File: config.mk
export PLATFORM = sky130hd
export DESIGN_NAME = vcaa_ctrl
export DESIGN_NICKNAME = d
export VERILOG_FILES = /design/src/design/vcaa_pkg.sv /design/src/design/vcaa_ctrl.sv
export SDC_FILE = /design/constraint.sdc
export NUM_CORES = 1
export LEC_CHECK = 0
export BUFFER_PORTS_ARGS = -buffer_cell sky130_fd_sc_hd__buf_2
export CORE_MARGIN = 2
export CORE_UTILIZATION = 40
export CTS_CLUSTER_SIZE = 30
export DETAILED_ROUTE_END_ITERATION = 12
export GPL_ROUTABILITY_DRIVEN = 0
export PLACE_DENSITY_LB_ADDON = 0.05
export SYNTH_ARGS = -nofsm -noshare
export SYNTH_HDL_FRONTEND = slang
export SYNTH_SLANG_ARGS = --single-unit
File: constraint.sdc
create_clock -name clk -period 5.8 [get_ports clk]
set_clock_uncertainty 0.1 [all_clocks]
set_input_delay 0.58 -clock clk [delete_from_list [all_inputs] [get_ports clk]]
set_output_delay 0.58 -clock clk [all_outputs]
set_load 0.05 [all_outputs]
File: src/design/vcaa_pkg.sv
// ---------------------------------------------------------------------------
// vcaa_pkg
// shared codes and interface structs of the vc admission allocator
// ---------------------------------------------------------------------------
`default_nettype none

package vcaa_pkg;

  localparam int NODE_W = 4;
  localparam int LEN_W  = 5;
  localparam int FBW_W  = 16;
  localparam int VC_W   = 16;

  localparam logic [1:0] KIND_NH  = 2'd0;
  localparam logic [1:0] KIND_ALT = 2'd1;
  localparam logic [1:0] KIND_CAP = 2'd2;
  localparam logic [1:0] KIND_REQ = 2'd3;

  localparam logic [1:0] ST_LOADED = 2'd0;
  localparam logic [1:0] ST_SP     = 2'd1;
  localparam logic [1:0] ST_ALT    = 2'd2;
  localparam logic [1:0] ST_REJ    = 2'd3;

  typedef struct packed {
    logic              nh_we;
    logic              alt_we;
    logic [NODE_W-1:0] src;
    logic [NODE_W-1:0] dst;
    logic [NODE_W-1:0] hop;
    logic [NODE_W-1:0] val;
    logic [LEN_W-1:0]  len;
  } route_cmd_t;

  typedef struct packed {
    logic              we;
    logic [NODE_W-1:0] from_n;
    logic [NODE_W-1:0] to_n;
  } link_cmd_t;

endpackage

`default_nettype wire

File: src/design/vcaa_ctrl.sv
// ---------------------------------------------------------------------------
// vcaa_ctrl
// sequencer: decode, route walk, second-route check, fit check and commit
// ---------------------------------------------------------------------------
`default_nettype none

module vcaa_ctrl
  import vcaa_pkg::*;
#(
  parameter int NODES   = 16,
  parameter int BW_BITS = 16
) (
  input  wire logic               clk,
  input  wire logic               rst_n,
  input  wire logic               cfg_we,
  input  wire logic               cfg_wdata,
  input  wire logic               in_valid,
  output logic                    in_stall,
  input  wire logic [1:0]         in_kind,
  input  wire logic [NODE_W-1:0]  in_src_node,
  input  wire logic [NODE_W-1:0]  in_dst_node,
  input  wire logic [NODE_W-1:0]  in_hop_index,
  input  wire logic [NODE_W-1:0]  in_node_value,
  input  wire logic [LEN_W-1:0]   in_path_length,
  input  wire logic [FBW_W-1:0]   in_capacity_value,
  input  wire logic [FBW_W-1:0]   in_bw_max,
  input  wire logic [FBW_W-1:0]   in_bw_min,
  input  wire logic [FBW_W-1:0]   in_bw_avg,
  output logic                    out_valid,
  input  wire logic               out_stall,
  output logic [1:0]              out_status,
  output logic [NODE_W-1:0]       out_from_node,
  output logic [NODE_W-1:0]       out_to_node,
  output logic [VC_W-1:0]         out_vcid,
  output logic                    out_last,
  output route_cmd_t              rcmd,
  input  wire logic [NODE_W-1:0]  nh_q,
  input  wire logic [NODE_W-1:0]  alt_q,
  input  wire logic [LEN_W-1:0]   len_q,
  output link_cmd_t               lcmd,
  output logic [BW_BITS-1:0]      wcap,
  output logic [VC_W-1:0]         wcnt,
  input  wire logic [BW_BITS-1:0] rcap,
  input  wire logic [VC_W-1:0]    rcnt
);

  localparam int CMPW = (BW_BITS > 16) ? BW_BITS : 16;
  localparam logic [NODE_W-1:0] HOP_LIMIT =
    NODE_W'(((NODES - 1) < 15) ? (NODES - 1) : 15);

  typedef enum logic [3:0] {
    S_IDLE, S_DISP, S_EMIT, S_SP, S_SP_CHK, S_ALT_LEN, S_ALT_LCHK,
    S_ALT_RD, S_ALT_CHK, S_FIT_RD, S_FIT_CHK, S_CM_RD, S_CM_WR
  } state_t;

  state_t             state_r;
  logic               pess_r;
  logic [1:0]         kind_r;
  logic [NODE_W-1:0]  src_r, dst_r, hop_r, val_r;
  logic [LEN_W-1:0]   plen_r;
  logic [FBW_W-1:0]   capv_r, bmax_r, bmin_r, bavg_r;
  logic [FBW_W-1:0]   beq_r;
  logic [NODE_W-1:0]  path_r [16];
  logic [NODE_W-1:0]  h_r, i_r, k_r, cur_r, to_r;
  logic [LEN_W-1:0]   len_r;
  logic [15:0]        seen_r;
  logic               route2_r;
  logic [1:0]         res_r;
  logic               out_valid_r;
  logic [1:0]         out_status_r;
  logic [NODE_W-1:0]  out_from_r, out_to_r;
  logic [VC_W-1:0]    out_vcid_r;
  logic               out_last_r;

  logic               out_free, range_ok, val_ok;
  logic [NODE_W-1:0]  pth_nx;
  logic [18:0]        bsum;
  logic [FBW_W:0]     bq;
  logic [FBW_W-1:0]   beq_calc;
  logic [CMPW-1:0]    cap_ext, beq_ext, debit;
  logic               cap_short;

  function automatic logic node_bad(input logic [NODE_W-1:0] n);
    return 7'(n) >= 7'(NODES);
  endfunction

  assign out_free = !out_valid_r || !out_stall;
  assign range_ok = !node_bad(src_r) && !node_bad(dst_r);
  assign val_ok   = !node_bad(val_r);
  assign pth_nx   = path_r[i_r + 4'd1];

  // equivalent bandwidth
  always_comb begin
    bsum = {1'b0, bavg_r, 2'b00} + 19'(bmax_r);
    bq   = (bsum < 19'(bmin_r)) ? '0 : (FBW_W+1)'((bsum - 19'(bmin_r)) >> 2);
    if (pess_r) begin
      beq_calc = bmax_r;
    end else begin
      beq_calc = (bq < {1'b0, bmax_r}) ? bq[FBW_W-1:0] : bmax_r;
    end
  end

  assign cap_ext   = CMPW'(rcap);
  assign beq_ext   = CMPW'(beq_r);
  assign cap_short = cap_ext < beq_ext;
  assign debit     = (cap_ext > beq_ext) ? (cap_ext - beq_ext) : '0;

  always_comb begin
    rcmd.src    = (state_r == S_SP) ? k_r : src_r;
    rcmd.dst    = dst_r;
    rcmd.hop    = (state_r == S_DISP) ? hop_r : i_r;
    rcmd.val    = val_r;
    rcmd.len    = plen_r;
    rcmd.nh_we  = (state_r == S_DISP) && range_ok && val_ok && (kind_r == KIND_NH);
    rcmd.alt_we = (state_r == S_DISP) && range_ok && val_ok && (kind_r == KIND_ALT);

    lcmd.from_n = (state_r == S_DISP) ? src_r : cur_r;
    lcmd.to_n   = (state_r == S_DISP) ? dst_r : ((state_r == S_CM_WR) ? to_r : pth_nx);
    lcmd.we     = ((state_r == S_DISP) && range_ok && (kind_r == KIND_CAP)) ||
                  ((state_r == S_CM_WR) && out_free);
    wcap        = (state_r == S_DISP) ? BW_BITS'(CMPW'(capv_r)) : BW_BITS'(debit);
    wcnt        = (state_r == S_DISP) ? '0 : rcnt + 16'd1;
  end

  always_ff @(posedge clk) begin
    if (!rst_n) begin
      state_r     <= S_IDLE;
      pess_r      <= 1'b0;
      out_valid_r <= 1'b0;
    end else begin
      if (cfg_we) begin
        pess_r <= cfg_wdata;
      end
      if (out_valid_r && !out_stall) begin
        out_valid_r <= 1'b0;
      end
      unique case (state_r)
        S_IDLE: begin
          if (in_valid) begin
            kind_r  <= in_kind;
            src_r   <= in_src_node;
            dst_r   <= in_dst_node;
            hop_r   <= in_hop_index;
            val_r   <= in_node_value;
            plen_r  <= in_path_length;
            capv_r  <= in_capacity_value;
            bmax_r  <= in_bw_max;
            bmin_r  <= in_bw_min;
            bavg_r  <= in_bw_avg;
            state_r <= S_DISP;
          end
        end
        S_DISP: begin
          res_r   <= ST_LOADED;
          state_r <= S_EMIT;
          if (!range_ok) begin
            res_r <= ST_REJ;
          end else begin
            case (kind_r)
              KIND_NH, KIND_ALT: begin
                if (!val_ok) begin
                  res_r <= ST_REJ;
                end
              end
              KIND_REQ: begin
                if (src_r == dst_r) begin
                  res_r <= ST_REJ;
                end else begin
                  beq_r     <= beq_calc;
                  k_r       <= src_r;
                  h_r       <= '0;
                  path_r[0] <= src_r;
                  route2_r  <= 1'b0;
                  state_r   <= S_SP;
                end
              end
              default: ;
            endcase
          end
        end
        S_EMIT: begin
          if (out_free) begin
            out_valid_r  <= 1'b1;
            out_status_r <= res_r;
            out_from_r   <= src_r;
            out_to_r     <= dst_r;
            out_vcid_r   <= '0;
            out_last_r   <= 1'b1;
            state_r      <= S_IDLE;
          end
        end
        S_SP: begin
          if (k_r == dst_r) begin
            i_r     <= '0;
            cur_r   <= src_r;
            state_r <= S_FIT_RD;
          end else if (h_r >= HOP_LIMIT) begin
            state_r <= S_ALT_LEN;
          end else begin
            state_r <= S_SP_CHK;
          end
        end
        S_SP_CHK: begin
          if (node_bad(nh_q)) begin
            state_r <= S_ALT_LEN;
          end else begin
            path_r[h_r + 4'd1] <= nh_q;
            h_r     <= h_r + 4'd1;
            k_r     <= nh_q;
            state_r <= S_SP;
          end
        end
        S_ALT_LEN: begin
          state_r <= S_ALT_LCHK;
        end
        S_ALT_LCHK: begin
          if (len_q < 5'd2 || len_q > 5'd16) begin
            res_r   <= ST_REJ;
            state_r <= S_EMIT;
          end else begin
            len_r     <= len_q;
            i_r       <= 4'd1;
            seen_r    <= 16'(1) << src_r;
            path_r[0] <= src_r;
            route2_r  <= 1'b1;
            state_r   <= S_ALT_RD;
          end
        end
        S_ALT_RD: begin
          state_r <= S_ALT_CHK;
        end
        S_ALT_CHK: begin
          if (node_bad(alt_q) || seen_r[alt_q]) begin
            res_r   <= ST_REJ;
            state_r <= S_EMIT;
          end else begin
            path_r[i_r] <= alt_q;
            seen_r[alt_q] <= 1'b1;
            if ({1'b0, i_r} == len_r - 5'd1) begin
              if (alt_q == dst_r) begin
                h_r     <= i_r;
                i_r     <= '0;
                cur_r   <= src_r;
                state_r <= S_FIT_RD;
              end else begin
                res_r   <= ST_REJ;
                state_r <= S_EMIT;
              end
            end else begin
              i_r     <= i_r + 4'd1;
              state_r <= S_ALT_RD;
            end
          end
        end
        S_FIT_RD: begin
          to_r    <= pth_nx;
          state_r <= S_FIT_CHK;
        end
        S_FIT_CHK: begin
          if (cap_short) begin
            if (route2_r) begin
              res_r   <= ST_REJ;
              state_r <= S_EMIT;
            end else begin
              state_r <= S_ALT_LEN;
            end
          end else if (i_r == h_r - 4'd1) begin
            i_r     <= '0;
            cur_r   <= src_r;
            state_r <= S_CM_RD;
          end else begin
            i_r     <= i_r + 4'd1;
            cur_r   <= to_r;
            state_r <= S_FIT_RD;
          end
        end
        S_CM_RD: begin
          to_r    <= pth_nx;
          state_r <= S_CM_WR;
        end
        S_CM_WR: begin
          if (out_free) begin
            out_valid_r  <= 1'b1;
            out_status_r <= route2_r ? ST_ALT : ST_SP;
            out_from_r   <= cur_r;
            out_to_r     <= to_r;
            out_vcid_r   <= rcnt;
            out_last_r   <= (i_r == h_r - 4'd1);
            if (i_r == h_r - 4'd1) begin
              state_r <= S_IDLE;
            end else begin
              i_r     <= i_r + 4'd1;
              cur_r   <= to_r;
              state_r <= S_CM_RD;
            end
          end
        end
        default: state_r <= S_IDLE;
      endcase
    end
  end

  assign in_stall      = (state_r != S_IDLE);
  assign out_valid     = out_valid_r;
  assign out_status    = out_status_r;
  assign out_from_node = out_from_r;
  assign out_to_node   = out_to_r;
  assign out_vcid      = out_vcid_r;
  assign out_last      = out_last_r;

  a_accept_decode: assert property (@(posedge clk) disable iff (!rst_n)
    (in_valid && !in_stall) |=> (state_r == S_DISP))
    else $error("accepted transfer not decoded");

  a_commit_emits: assert property (@(posedge clk) disable iff (!rst_n)
    (state_r == S_CM_WR && out_free) |=> out_valid_r)
    else $error("commit without result");

  a_hop_bound: assert property (@(posedge clk) disable iff (!rst_n)
    (state_r == S_SP) |-> (h_r <= HOP_LIMIT))
    else $error("route walk beyond hop limit");

  a_alt_index: assert property (@(posedge clk) disable iff (!rst_n)
    (state_r == S_ALT_CHK) |-> (i_r != 4'd0))
    else $error("second route reads source slot");

  a_link_write: assert property (@(posedge clk) disable iff (!rst_n)
    lcmd.we |-> (state_r == S_DISP || state_r == S_CM_WR))
    else $error("link write outside load or commit");

endmodule

`default_nettype wire

# == Word-level counts from Yosys, hierarchy flattened ==
# Memory sizes are Yosys's and may differ from the RTL's.
# Cells that the tools add are included.
# totals
register_bits,180
ramBits,64
in_bits,138
out_inout_bits,93
wordCells,245
memories,1
# op_classes
n_addsub,8
magnitude_cmp,9
n_eq_ne,38
shifts,1
n_mux,117
bitwise_logic,4
n_reduce_logical,39
# memory_table
name,words,word_bits,read_ports,rd_clocked_by_memory_dff,write_ports,line_no,rtl
path_r,16,4,1,0,1,vcaa_ctrl.sv:63,logic [NODE_W-1:0] path_r [16];
# ops
op,n
two-way mux 4 bit,47
two-way mux 16 bit,9
one-hot mux 16 bit (2 select lines),2
one-hot mux 4 bit (13 select lines),1
two-way mux 1 bit,31
!= test 2 bit (second input constant),13
two-way mux 2 bit,12
one-hot mux 4 bit (2 select lines),3
== test 4 bit (second input constant),5
one-hot mux 4 bit (5 select lines),1
adder 18 x 16 -> 19 bit,1
less-than comparator 19 x 16 -> 1 bit,1
subtractor 19 x 16 -> 19 bit,1
AND reduction 9 bit,2
less-than comparator 17 x 16 -> 1 bit,1
two-way mux 17 bit,1
adder 16 x 1 -> 16 bit (second input constant),1
== test 4 x 3 -> 1 bit (second input constant),4
== test 4 bit,4
greater-than comparator 16 bit,1
less-than comparator 16 bit,1
OR 16 bit,1
one-hot mux 4 bit (4 select lines),1
AND reduction 4 bit,4
41 further kinds,68

# == Depth between registers and ports, before layout ==
# Gate-level depths: netlist of run 1.
# logic_depth
depth_word,9
depth_mapped,27
depth_no_buf,25

# == Worst setup path before layout of run 1 ==
# OpenSTA, ideal clock, no wires.
# synth_timing
kind,flip-flop to flip-flop
startpoint,register bmax_r[2]
endpoint,register beq_r[10] (netlist: beq_ext[10]) (data pin)
setup_time_ns,0.260
t_arrival_ns,5.527
t_required_ns,5.440
setup_slack_ns,-0.087
stages_incl_launch_ff,28
path_buffers,2
period_less_slack_ns,5.887
cell_sequence,edfxtp_1 > ha_1 > inv_1 > fa_1 > nor2b_1 > o31ai_1 > and2_1 > nor3b_1 > a211oi_1 > xnor2_1 > ha_1 > a21o_1 > a21oi_1 > a2bb2oi_1 > o211ai_1 > a211oi_4 > buf_2 > nor2_1 > ha_1 > nand4_1 > or2_2 > or3_1 > nor2_1 > a2111oi_0 > o311a_1 > o31ai_4 > buf_6 > mux2_4
# synth_between
elab_chain_cells,6
word_cells_on_any_way,7
cone_classes,add/sub: 2; order compare: 2; mux: 3
# synth_rtl
item,line_no,rtl
from (decl),vcaa_ctrl.sv:61,"logic [FBW_W-1:0] capv_r, bmax_r, bmin_r, bavg_r;"
from (signal assigned),vcaa_ctrl.sv:147,bmax_r <= in_bw_max;
adder 18 x 16 -> 19 bit,vcaa_ctrl.sv:94,"bsum = {1'b0, bavg_r, 2'b00} + 19'(bmax_r);"
subtractor 19 x 16 -> 19 bit / less-than comparator 19 x 16 -> 1 bit (equally long branches),vcaa_ctrl.sv:95,bq = (bsum < 19'(bmin_r)) ? '0 : (FBW_W+1)'((bsum - 19'(bmin_r)) >> 2);
two-way mux 17 bit,vcaa_ctrl.sv:95,
less-than comparator 17 x 16 -> 1 bit,vcaa_ctrl.sv:99,"beq_calc = (bq < {1'b0, bmax_r}) ? bq[FBW_W-1:0] : bmax_r;"
two-way mux 16 bit *,vcaa_ctrl.sv:99,
two-way mux 16 bit *,vcaa_ctrl.sv:96,if (pess_r) begin
net beq_calc[10],vcaa_ctrl.sv:79,logic [FBW_W-1:0] beq_calc;
to (signal assigned),vcaa_ctrl.sv:169,beq_r <= beq_calc;
to (decl),vcaa_ctrl.sv:62,logic [FBW_W-1:0] beq_r;
# The timed path passes the listed nets; every way through them passes the cells marked *.
# A chain may end at the register's enable or synchronous reset.

# == Worst setup path after layout of run 1 ==
# layout_timing
startpoint,register bmax_r[2]
endpoint,register beq_r[8] (netlist: beq_ext[8]) (data pin)
# Same word-level chain as after synthesis.

==> metrics, run 1 <==
initial antenna violation count=1; CP Max Fanout=8; first-pass GRT wire length=53200 um; area share of fa/ha/maj cells after synthesis=0.0634; Min Clock Period, post-route=5.79 ns; IO Pins=231; fmax=0.173 GHz; share of layout cells above drive strength 1=0.293; multiplexer area fraction after synthesis=0.0685; share of flip-flops with an asynchronous set or reset after synthesis=0; WL/cell=18.2 um; dpl cells=1840; detailed-route vias per instance=5.16; Area Growth Syn to Fin=23.5%; switching component of the power=0.00151 W; endpoint arrival time on the critical path=5.99 ns; setup repair after global routing missed its margin=yes; placeable core area=0.0333 mm^2; classification of the worst-slack hold path=input port to flip-flop; detailed-route wire length=34800 um; startpoint type of the worst setup path=flip-flop; reported max-cap violation count=0; post-route antenna net violation count=0; DRC errors left=0; Post-synth EDFFs=237; share of the synthesized area in the top cell type=0.529; height of the chip=187 um; Post-Route Hold Slack=0.0982 ns; Seq pwr share=0.398; via count of the first global-routing pass=9531; Least-Margin Pin Slew=1.19 ns; Clk network pwr share=0.344; Starting Density=0.404; Synth Instances=1176; multi-input logic area=0.00600 mm^2; all-layer global routing usage=0.192; dominant synthesized flop cell=edfxtp_1; register clock-pin slew on the reported worst setup and hold paths=0.06 ns; cell-internal power=0.00360 W; count of hold buffers inserted by post-cts repair=0; Commonest cells post-synth=edfxtp_1, nand2_1, nor2_1; number of buffer cells added on primary ports=230; final setup violation count=0; Post-Synthesis Net Count=1381; compound-gate portion of the synthesized area=0.115; Slowest Stage Delay on Critical Path=0.42 ns; number of max-slew violations in the final report=0; combinational group share of total power=0.258; sequential element share of the synthesized area=0.538; Core Rows=67; dominant combinational cell family by area after synthesis=simple AND/OR/NAND/NOR gates; pwr dens=308 mW/mm^2; parity-gate share of the synthesized area counting xor and xnor cells=0.0482; width of the chip=187 um; area taken by flip-flops and latches=0.00724 mm^2; number of failing hold endpoints at the final stage=0; final core utilization=0.499; insertion delay to the later sink of the worst-skew pair=0.55 ns; area fraction in and, or, nand and nor cells after synthesis=0.130; highest-delay cell along the critical path=or3_4; final std cells w/o fill=1907; pin count of the biggest net entering global routing=77; Iter 0 DRT Violations=609; Final Net Count=1642; Design Area, Final=0.0166 mm^2; Total Neg Setup Slack=0 ns; endpoint type of the worst setup path=flip-flop; mean cell area of the mapped netlist=11.4 um^2; ant diodes=0; number of buffers added by the clock tree synthesis step=29; share of total power consumed by net switching=0.295; required time at the endpoint of the critical path=6.00 ns; number of sinks on the clock net=243; number of filler instances in the final layout=3067; cells taking the most area after synthesis=edfxtp_1, ha_1, mux4_2; DR vias=9845; reported leakage power=6.69 nW; CTS tree=built; synth unique cells=72; VDD IR-drop max=0.000219 V; cell area after placement=0.0153 mm^2; Critical Setup Path Class=flip-flop to flip-flop; cell area after synthesis=0.0135 mm^2; maximum level of the CTS H-tree=1; final critical-path share of the clock period=0.999; post-DP HPWL=25600 um; number of warnings reported in the yosys synthesis log=0; total global routing overflow=0; flops & latches, synth=243; clock root cell=clkbuf_16; Worst slew margin=0.206; outcome=finished, final reports clean; top-count cell post-synth=edfxtp_1; maximum root-to-sink buffer count=3; library cell occupying the most area in the post-synthesis netlist=edfxtp_1; DIE AREA=0.0351 mm^2; first-pass iteration count of the detailed router=5
-- critical path, delay by kind of cell, from the launching register on --
family / cells / cell delay (ns)
compound gates: 8 / 1.37
xor+xnor: 1 / 0.13
fa+ha+maj: 4 / 1.19
buf+inv: 7 / 0.95
flops: 1 / 0.37
mux: 1 / 0.29
simple gates: 6 / 1.13
-- path summary, 6_finish.rpt --
check                                         start                      end  slack (ns)  cells after the start
worst min-delay path                   in_bw_min[4]      bmin_r[4]$_DFFE_PP_         0.1                      1
worst min register to register   res_r[0]$_DFFE_PP_  out_status[1]$_DFFE_PP_        0.43                      2
worst max register to register  bmax_r[2]$_DFFE_PP_     beq_ext[8]$_DFFE_PP_       0.007                     27
worst max-delay path            bmax_r[2]$_DFFE_PP_     beq_ext[8]$_DFFE_PP_       0.007                     27
-- metrics by stage --
step                      setup WS (ns)  power (W)
after floorplan                 0.00614    0.00290
after global placement            0.103    0.00322
after detailed placement        -0.0509    0.00323
after CTS                        0.0225    0.00501
after global routing             -0.206    0.00534
final                           0.00724    0.00511
-- registers in the layout (all words and copies together) (netlist names), 5 cells and up --
name / count
capv_r: 16
seen_r: 16
bmax_r: 16
len_r: 5
beq_ext: 16
bavg_r: 16
bmin_r: 16
plen_r: 5
out_vcid: 16
path_r: 64
-- power by group through the flow --
stage               Clock, W  Sequential [W]  Combinational [W]
finish               0.00176         0.00203            0.00132
global route         0.00187         0.00204            0.00143
CTS                  0.00181         0.00203            0.00117
detailed placement         0         0.00207            0.00116
global placement           0         0.00207            0.00115
floorplan                  0         0.00208           0.000821
-- what timing repair did --
action / 4_1_cts / 5_1_grt
cloned: 0 / 1
gates resized for setup: 4 / 59
endpoints found under the setup margin: 16 / 16
hold endpoints to repair: 0 / 0
pin swaps: 0 / 42
buffers inserted: 1 / 13
-- routing by layer --
metal  GRT usage  part of all wire
met1       0.279              0.48
met3      0.0355             0.056
met5           0           0.00032
met2       0.300              0.44
met4      0.0397             0.017
-- logic make-up after synthesis --
kind of cell / after synthesis
and+or+nand+nor: 372
DFF: 243
AOI/OAI and AO/OA: 241
buffers and inverters: 125
xor gates and xnor gates: 74
adders and majority gates: 67
muxes: 54
-- placed cells by master, fill, tap and decap left out, drive strengths merged, types with 7 or more instances in the layout --
master	n
a211oi	7
nand3	20
and3	25
nand2b	13
xnor2	49
nand2	134
buf	283
nor3	12
nor2b	21
xor2	25
or3	9
nand4	14
a21oi	75
clkbuf	40
a21o	19
ha	65
a31oi	12
o211ai	9
and2	8
mux4	25
inv	71
edfxtp	237
nor2	92
mux2	24
o21ai	48
o22ai	21
clkinv	9
-- final cells by class --
cell class              instances  share of cell area
flip-flops and latches        243               0.436
multi-input cells             808               0.361
repair buffers                284              0.0979
clock buffers                  39              0.0478
well taps                     448              0.0337
inverters                      71              0.0160
clock inverters                14             0.00746
No activity file was read; power rests on OpenSTA's default activity.
==> run 2, diff against run 1 <==
ABC_AREA = 1   (was unset)
CTS_BUF_LIST = sky130_fd_sc_hd__clkbuf_4 sky130_fd_sc_hd__clkbuf_8   (was unset)
==> metrics, run 2 <==
Total Neg Setup Slack=0 ns (unchanged); number of sinks on the clock net=243 (unchanged); area share of fa/ha/maj cells after synthesis=0.0616 (-0.00187); startpoint type of the worst setup path=flip-flop; DRC errors left=0 (unchanged); cell area after synthesis=0.0139 mm^2 (+3.0%); via count of the first global-routing pass=10900 (+15%); number of failing hold endpoints at the final stage=0 (unchanged); compound-gate portion of the synthesized area=0.123 (+0.00761); maximum level of the CTS H-tree=2 (+1); area fraction in and, or, nand and nor cells after synthesis=0.193 (+0.0628); initial antenna violation count=1 (unchanged); Least-Margin Pin Slew=1.00 ns (-0.187 ns); Min Clock Period, post-route=5.08 ns (-0.708 ns); classification of the worst-slack hold path=input port to flip-flop; sequential element share of the synthesized area=0.522 (-0.0159); fmax=0.197 GHz (+14%); multiplexer area fraction after synthesis=0 (-0.0685); Core Rows=68 (+1.5%); mean cell area of the mapped netlist=9.15 um^2 (-20%); crit path buf inv count=5 (-2); crit-path most repeated cell=nand2_1; pin count of the biggest net entering global routing=51 (-34%); number of max-slew violations in the final report=0 (unchanged); Area Growth Syn to Fin=18.4%; VDD IR-drop max=0.000209 V (-4.8%); Post-synth EDFFs=237 (unchanged); number of warnings reported in the yosys synthesis log=0 (unchanged); number of filler instances in the final layout=3412 (+11%); first-pass iteration count of the detailed router=5 (unchanged); reported max-cap violation count=0 (unchanged); Commonest cells post-synth=nand2_1, edfxtp_1, inv_1; cell-internal power=0.00339 W (-6.0%); insertion delay to the later sink of the worst-skew pair=0.57 ns (+0.02 ns); first-pass GRT wire length=58700 um (+10%); count of hold buffers inserted by post-cts repair=0 (unchanged); clock root cell=clkbuf_8; flops & latches, synth=243 (unchanged); Worst slew margin=0.331 (+0.125); DR vias=11400 (+16%); detailed-route vias per instance=5.04 (-2.3%); placeable core area=0.0344 mm^2 (+3.3%); switching component of the power=0.00181 W (+20%); endpoint arrival time on the critical path=5.30 ns (-0.69 ns); Starting Density=0.403 (-0.000940); Seq pwr share=0.399 (about the same); share of layout cells above drive strength 1=0.201 (-0.0928); dominant synthesized flop cell=edfxtp_1; Final Net Count=1972 (+20%); reported leakage power=7.08 nW (+5.9%); post-placement setup slack=0.732 ns (+0.783 ns); detailed-route wire length=37600 um (+8.2%); setup repair after global routing missed its margin=no; IO Pins=231 (unchanged); Post-Synthesis Net Count=1720 (+25%); number of buffer cells added on primary ports=230 (unchanged); number of buffers added for setup after CTS=0 (-1); required time at the endpoint of the critical path=6.01 ns (about the same); height of the chip=190 um (+1.5%); maximum root-to-sink buffer count=3 (unchanged); share of the synthesized area in the top cell type=0.513 (-0.0156); Clk network pwr share=0.313 (-0.031); family of cells with the greatest summed delay on the critical path=simple AND/OR/NAND/NOR gates; library cell occupying the most area in the post-synthesis netlist=edfxtp_1; pwr dens=317 mW/mm^2 (+2.9%); most used cells in the layout excluding fill and tap cells=nand2_1, edfxtp_1, buf_2; multi-input logic area=0.00575 mm^2 (-4.2%); width of the chip=190 um (+1.5%); most frequent standard cell in the layout excluding fill and tap cells=nand2_1; top-count cell post-synth=nand2_1; final critical-path share of the clock period=0.877 (-0.122); Slowest Stage Delay on Critical Path=0.41 ns (about the same); register ranked first by flip-flop count=path_r; post-DP HPWL=28000 um (+9.4%); synth unique cells=53 (-26%); final setup violation count=0 (unchanged); WL/cell=16.7 um (-8.5%); area taken by flip-flops and latches=0.00724 mm^2 (unchanged); number of buffers added by the clock tree synthesis step=45 (+55%); all-layer global routing usage=0.206 (+0.0142); minimum setup slack in the final design=0.715 ns (+0.708 ns); register clock-pin slew on the reported worst setup and hold paths=0.06 ns (about the same); post-route antenna net violation count=0 (unchanged); count of instances resized after the clock tree is built=0 (-4); share of total power consumed by net switching=0.348 (+0.0529); DIE AREA=0.0362 mm^2 (+3.0%); endpoint type of the worst setup path=flip-flop; dominant combinational cell family by area after synthesis=simple AND/OR/NAND/NOR gates; Synth Instances=1515 (+29%); number of flip-flops in the largest register=64 (unchanged); combinational group share of total power=0.288 (+0.030); cells taking the most area after synthesis=edfxtp_1, nand2_1, ha_1; share of flip-flops with an asynchronous set or reset after synthesis=0 (unchanged); Critical Setup Path Class=flip-flop to flip-flop; CTS tree=built; parity-gate share of the synthesized area counting xor and xnor cells=0.0348 (-0.0134); outcome=finished, final reports clean; CP Max Fanout=16 (+8); total global routing overflow=0 (unchanged); Iter 0 DRT Violations=605 (-0.66%); highest-delay cell along the critical path=edfxtp_1
==> run 2: cell types whose count changed in the layout (fill, tap and decap cells not counted), sizes merged, moves of 17 or more <==
cell	delta
a21o	-18
and3	-24
buf	-39
clkinv	+19
inv	+114
mux2	-24
mux4	-25
nand2	+200
nand3	+33
nor2	+81
nor2b	-21
o21ai	+67
xnor2	-17
==> run 2: stage by stage <==
step                cell area, um^2  cells  hold slack (ns)  total power (W)  utilization
finish                        16400   2256           0.0788          0.00520        0.477
detailed placement            15500   2175            0.435          0.00360        0.452
floorplan                     13900   1515            0.384          0.00324            -
global placement              15500   2175            0.431          0.00360        0.452
CTS                           16400   2255           0.0234          0.00526        0.477
global route                  16400   2255           0.0407          0.00552        0.477
==> run 2: layer usage <==
metal / global-route usage / vias to the layer above / wire (um)
li1: - / 5723 / -
met1: 0.284 / 5190 / 17800
met2: 0.330 / 397 / 16600
met3: 0.0391 / 66 / 2430
met4: 0.0602 / 0 / 856
met5: 0 / - / 0
==> run 2: cells by family (layout without fill, tap and decap cells) <==
| group | Yosys count | count (layout) |
|---|---|---|
| compound gates | 298 | 298 |
| simple gates | 621 | 621 |
| buf+inv | 231 | 516 |
| fa+ha+maj | 67 | 67 |
| other cells | 0 | 1 |
| xor+xnor | 55 | 55 |
| flops | 243 | 243 |
==> run 2: cell type report <==
type	count	share of cell area
antenna	1	0.000153
tap	455	0.0347
timing repair buffer	244	0.0766
clock buffer	56	0.0435
sequential	243	0.441
inverter	192	0.0439
multi-input combinational	1041	0.350
clock inverter	24	0.00953
==> run 2: worst paths after layout <==
kind / startpoint / to / slack [ns] / cells after the start
hold reg to reg: state_r[1]$_SDFFE_PN0P_ / state_r[1]$_SDFFE_PN0P_ / 0.44 / 2
setup reg to reg: bmax_r[2]$_DFFE_PP_ / beq_ext[1]$_DFFE_PP_ / 0.72 / 32
hold / removal: in_bw_min[3] / bmin_r[3]$_DFFE_PP_ / 0.08 / 1
setup / recovery: bmax_r[2]$_DFFE_PP_ / beq_ext[1]$_DFFE_PP_ / 0.72 / 32
==> run 2: power groups by stage <==
stage / Combinational, W / Clock [W] / Sequential [W]
after global routing: 0.00168 / 0.00176 / 0.00208
after floorplan: 0.00111 / 0 / 0.00213
after detailed placement: 0.00150 / 0 / 0.00211
after CTS: 0.00150 / 0.00168 / 0.00207
final: 0.00150 / 0.00163 / 0.00207
after global placement: 0.00149 / 0 / 0.00211
==> run 3, diff against run 2 <==
--- a/constraint.sdc
+++ b/constraint.sdc
@@ -4,2 +4,2 @@
 set_output_delay 0.58 -clock clk [all_outputs]
-set_load 0.05 [all_outputs]
+set_load 0.1 [all_outputs]
==> metrics, run 3 (same netlist as run 2, synthesis figures left out) <==
outcome=finished, final reports clean; final std cells w/o fill=2288 (+1.4%); most used cells in the layout excluding fill and tap cells=nand2_1, edfxtp_1, buf_2; IO Pins=231 (unchanged); number of buffers added for setup after CTS=0 (unchanged); total global routing overflow=0 (unchanged); required time at the endpoint of the critical path=6.05 ns (+0.04 ns); Core Rows=68 (unchanged); initial antenna violation count=3 (+2); final setup violation count=0 (unchanged); Total Neg Setup Slack=0 ns (unchanged); post-placement setup slack=0.699 ns (-0.0335 ns); multi-input logic area=0.00575 mm^2 (unchanged); number of sinks on the clock net=243 (unchanged); minimum setup slack in the final design=0.679 ns (-0.0364 ns); register ranked first by flip-flop count=path_r; clock root cell=clkbuf_8; register clock-pin slew on the reported worst setup and hold paths=0.07 ns (about the same); first-pass GRT wire length=60000 um (+2.3%); first-pass iteration count of the detailed router=5 (unchanged); reported leakage power=7.21 nW (+1.8%); share of layout cells above drive strength 1=0.198 (-0.00263); endpoint type of the worst setup path=flip-flop; post-route antenna net violation count=0 (unchanged); dpl cells=2175 (unchanged); Slowest Stage Delay on Critical Path=0.48 ns (+0.07 ns); height of the chip=190 um (unchanged); setup repair after global routing missed its margin=no; placeable core area=0.0344 mm^2 (unchanged); switching component of the power=0.00212 W (+17%); post-DP HPWL=28300 um (+1.0%); DIE AREA=0.0362 mm^2 (unchanged); classification of the worst-slack hold path=input port to flip-flop; Min Clock Period, post-route=5.12 ns (+0.0364 ns); detailed-route vias per instance=5.02 (-0.41%); combinational group share of total power=0.325 (+0.037); maximum level of the CTS H-tree=2 (unchanged); reported max-cap violation count=0 (unchanged); number of buffer cells added on primary ports=230 (unchanged); via count of the first global-routing pass=11200 (+2.5%); Iter 0 DRT Violations=605 (unchanged); most frequent standard cell in the layout excluding fill and tap cells=nand2_1; number of failing hold endpoints at the final stage=0 (unchanged); Worst slew margin=0.331 (+0.000653); Post-Route Hold Slack=0.0506 ns (-0.0282 ns); Seq pwr share=0.374 (-0.025); fmax=0.195 GHz (-0.71%); CTS tree=built; crit-path most repeated cell=nand2_1; insertion delay to the later sink of the worst-skew pair=0.61 ns (+0.04 ns); CP Max Fanout=16 (unchanged); number of filler instances in the final layout=3352 (-1.8%); maximum root-to-sink buffer count=3 (unchanged); Critical Setup Path Class=flip-flop to flip-flop; area taken by flip-flops and latches=0.00724 mm^2 (unchanged); cell-internal power=0.00342 W (+0.83%); detailed-route wire length=38400 um (+1.9%); Starting Density=0.403 (unchanged); startpoint type of the worst setup path=flip-flop; final core utilization=0.486 (+0.00888); pwr dens=331 mW/mm^2 (+4.6%); endpoint arrival time on the critical path=5.37 ns (+0.07 ns); highest-delay cell along the critical path=edfxtp_1; VDD IR-drop max=0.000203 V (-2.6%); DR vias=11500 (+1.0%); Final Net Count=1999 (+1.4%); Area Growth Syn to Fin=20.6%; WL/cell=16.8 um (+0.50%); width of the chip=190 um (unchanged); final critical-path share of the clock period=0.883 (+0.00627); Clk network pwr share=0.301 (-0.012); pin count of the biggest net entering global routing=51 (unchanged); all-layer global routing usage=0.213 (+0.00722); DRC errors left=0 (unchanged); number of buffers added by the clock tree synthesis step=44 (-2.2%); Least-Margin Pin Slew=1.00 ns (-0.000978 ns); share of total power consumed by net switching=0.382 (+0.0348); number of flip-flops in the largest register=64 (unchanged); number of max-slew violations in the final report=0 (unchanged)
## run 3: changes by cell type in the layout (fill, tap and decap cells not counted), sizes merged
cell / before / now
diode: 1 / 4
inv: 185 / 187
clkinv: 28 / 29
dlygate4sd3: 0 / 28
bufinv: 2 / 3
clkbuf: 56 / 53
## run 3: path summary, 6_finish.rpt
check                          start                       to  slack (ns)  cells past startpoint
max              bmax_r[3]$_DFFE_PP_     beq_ext[4]$_DFFE_PP_        0.68                     31
min             in_capacity_value[0]      capv_r[0]$_DFFE_PP_        0.05                      1
max reg2reg      bmax_r[3]$_DFFE_PP_     beq_ext[4]$_DFFE_PP_        0.68                     31
min reg2reg  state_r[1]$_SDFFE_PN0P_  state_r[1]$_SDFFE_PN0P_        0.44                      2
## run 3: worst max-delay path: cells and delay by family, from the launching register on
family                   cells  cell delay [ns]
AND/OR/NAND/NOR             18             2.12
flip-flops                   1             0.48
adder cells (fa/ha/maj)      3             1.17
AO/OA/AOI/OAI                4             0.40
buffers and inverters        5             0.49
XOR/XNOR                     1             0.13
## run 3: metal layers
layer	vias up	part of all wire	track usage	wire length (um)
li1	5778	-	-	-
met1	5260	0.47	0.291	17900
met2	385	0.44	0.342	17000
met4	2	0.023	0.0760	901
met5	-	0.00034	0	13
met3	65	0.065	0.0376	2480
## run 3: power by group through the flow
stage / logic, W / clock network (W) / registers, W
final: 0.00180 / 0.00166 / 0.00207
after global routing: 0.00198 / 0.00180 / 0.00208
after CTS: 0.00180 / 0.00172 / 0.00207
after detailed placement: 0.00178 / 0 / 0.00211
after global placement: 0.00177 / 0 / 0.00211
after floorplan: 0.00134 / 0 / 0.00218
## run 3: stage by stage
stage                     total power, W  instance area [um^2]
after detailed placement         0.00389                 15500
after global placement           0.00387                 15500
after floorplan                  0.00352                 13900
after CTS                        0.00560                 16700
final                            0.00553                 16700
after global routing             0.00586                 16700
## run 3: layout make-up
class / count / area share
sequential: 243 / 0.433
multi-input combinational: 1041 / 0.344
timing repair buffer: 272 / 0.0919
inverter: 192 / 0.0431
clock buffer: 53 / 0.0403
tap: 455 / 0.0341
clock inverter: 28 / 0.0129
antenna: 4 / 0.000599
## run 3: repair_timing
action | in CTS | in global routing
endpoints found under the hold margin | 28 | 0
gates resized for setup | 0 | 0
hold buffers | 28 | 0
endpoints found under the setup margin | 0 | 0
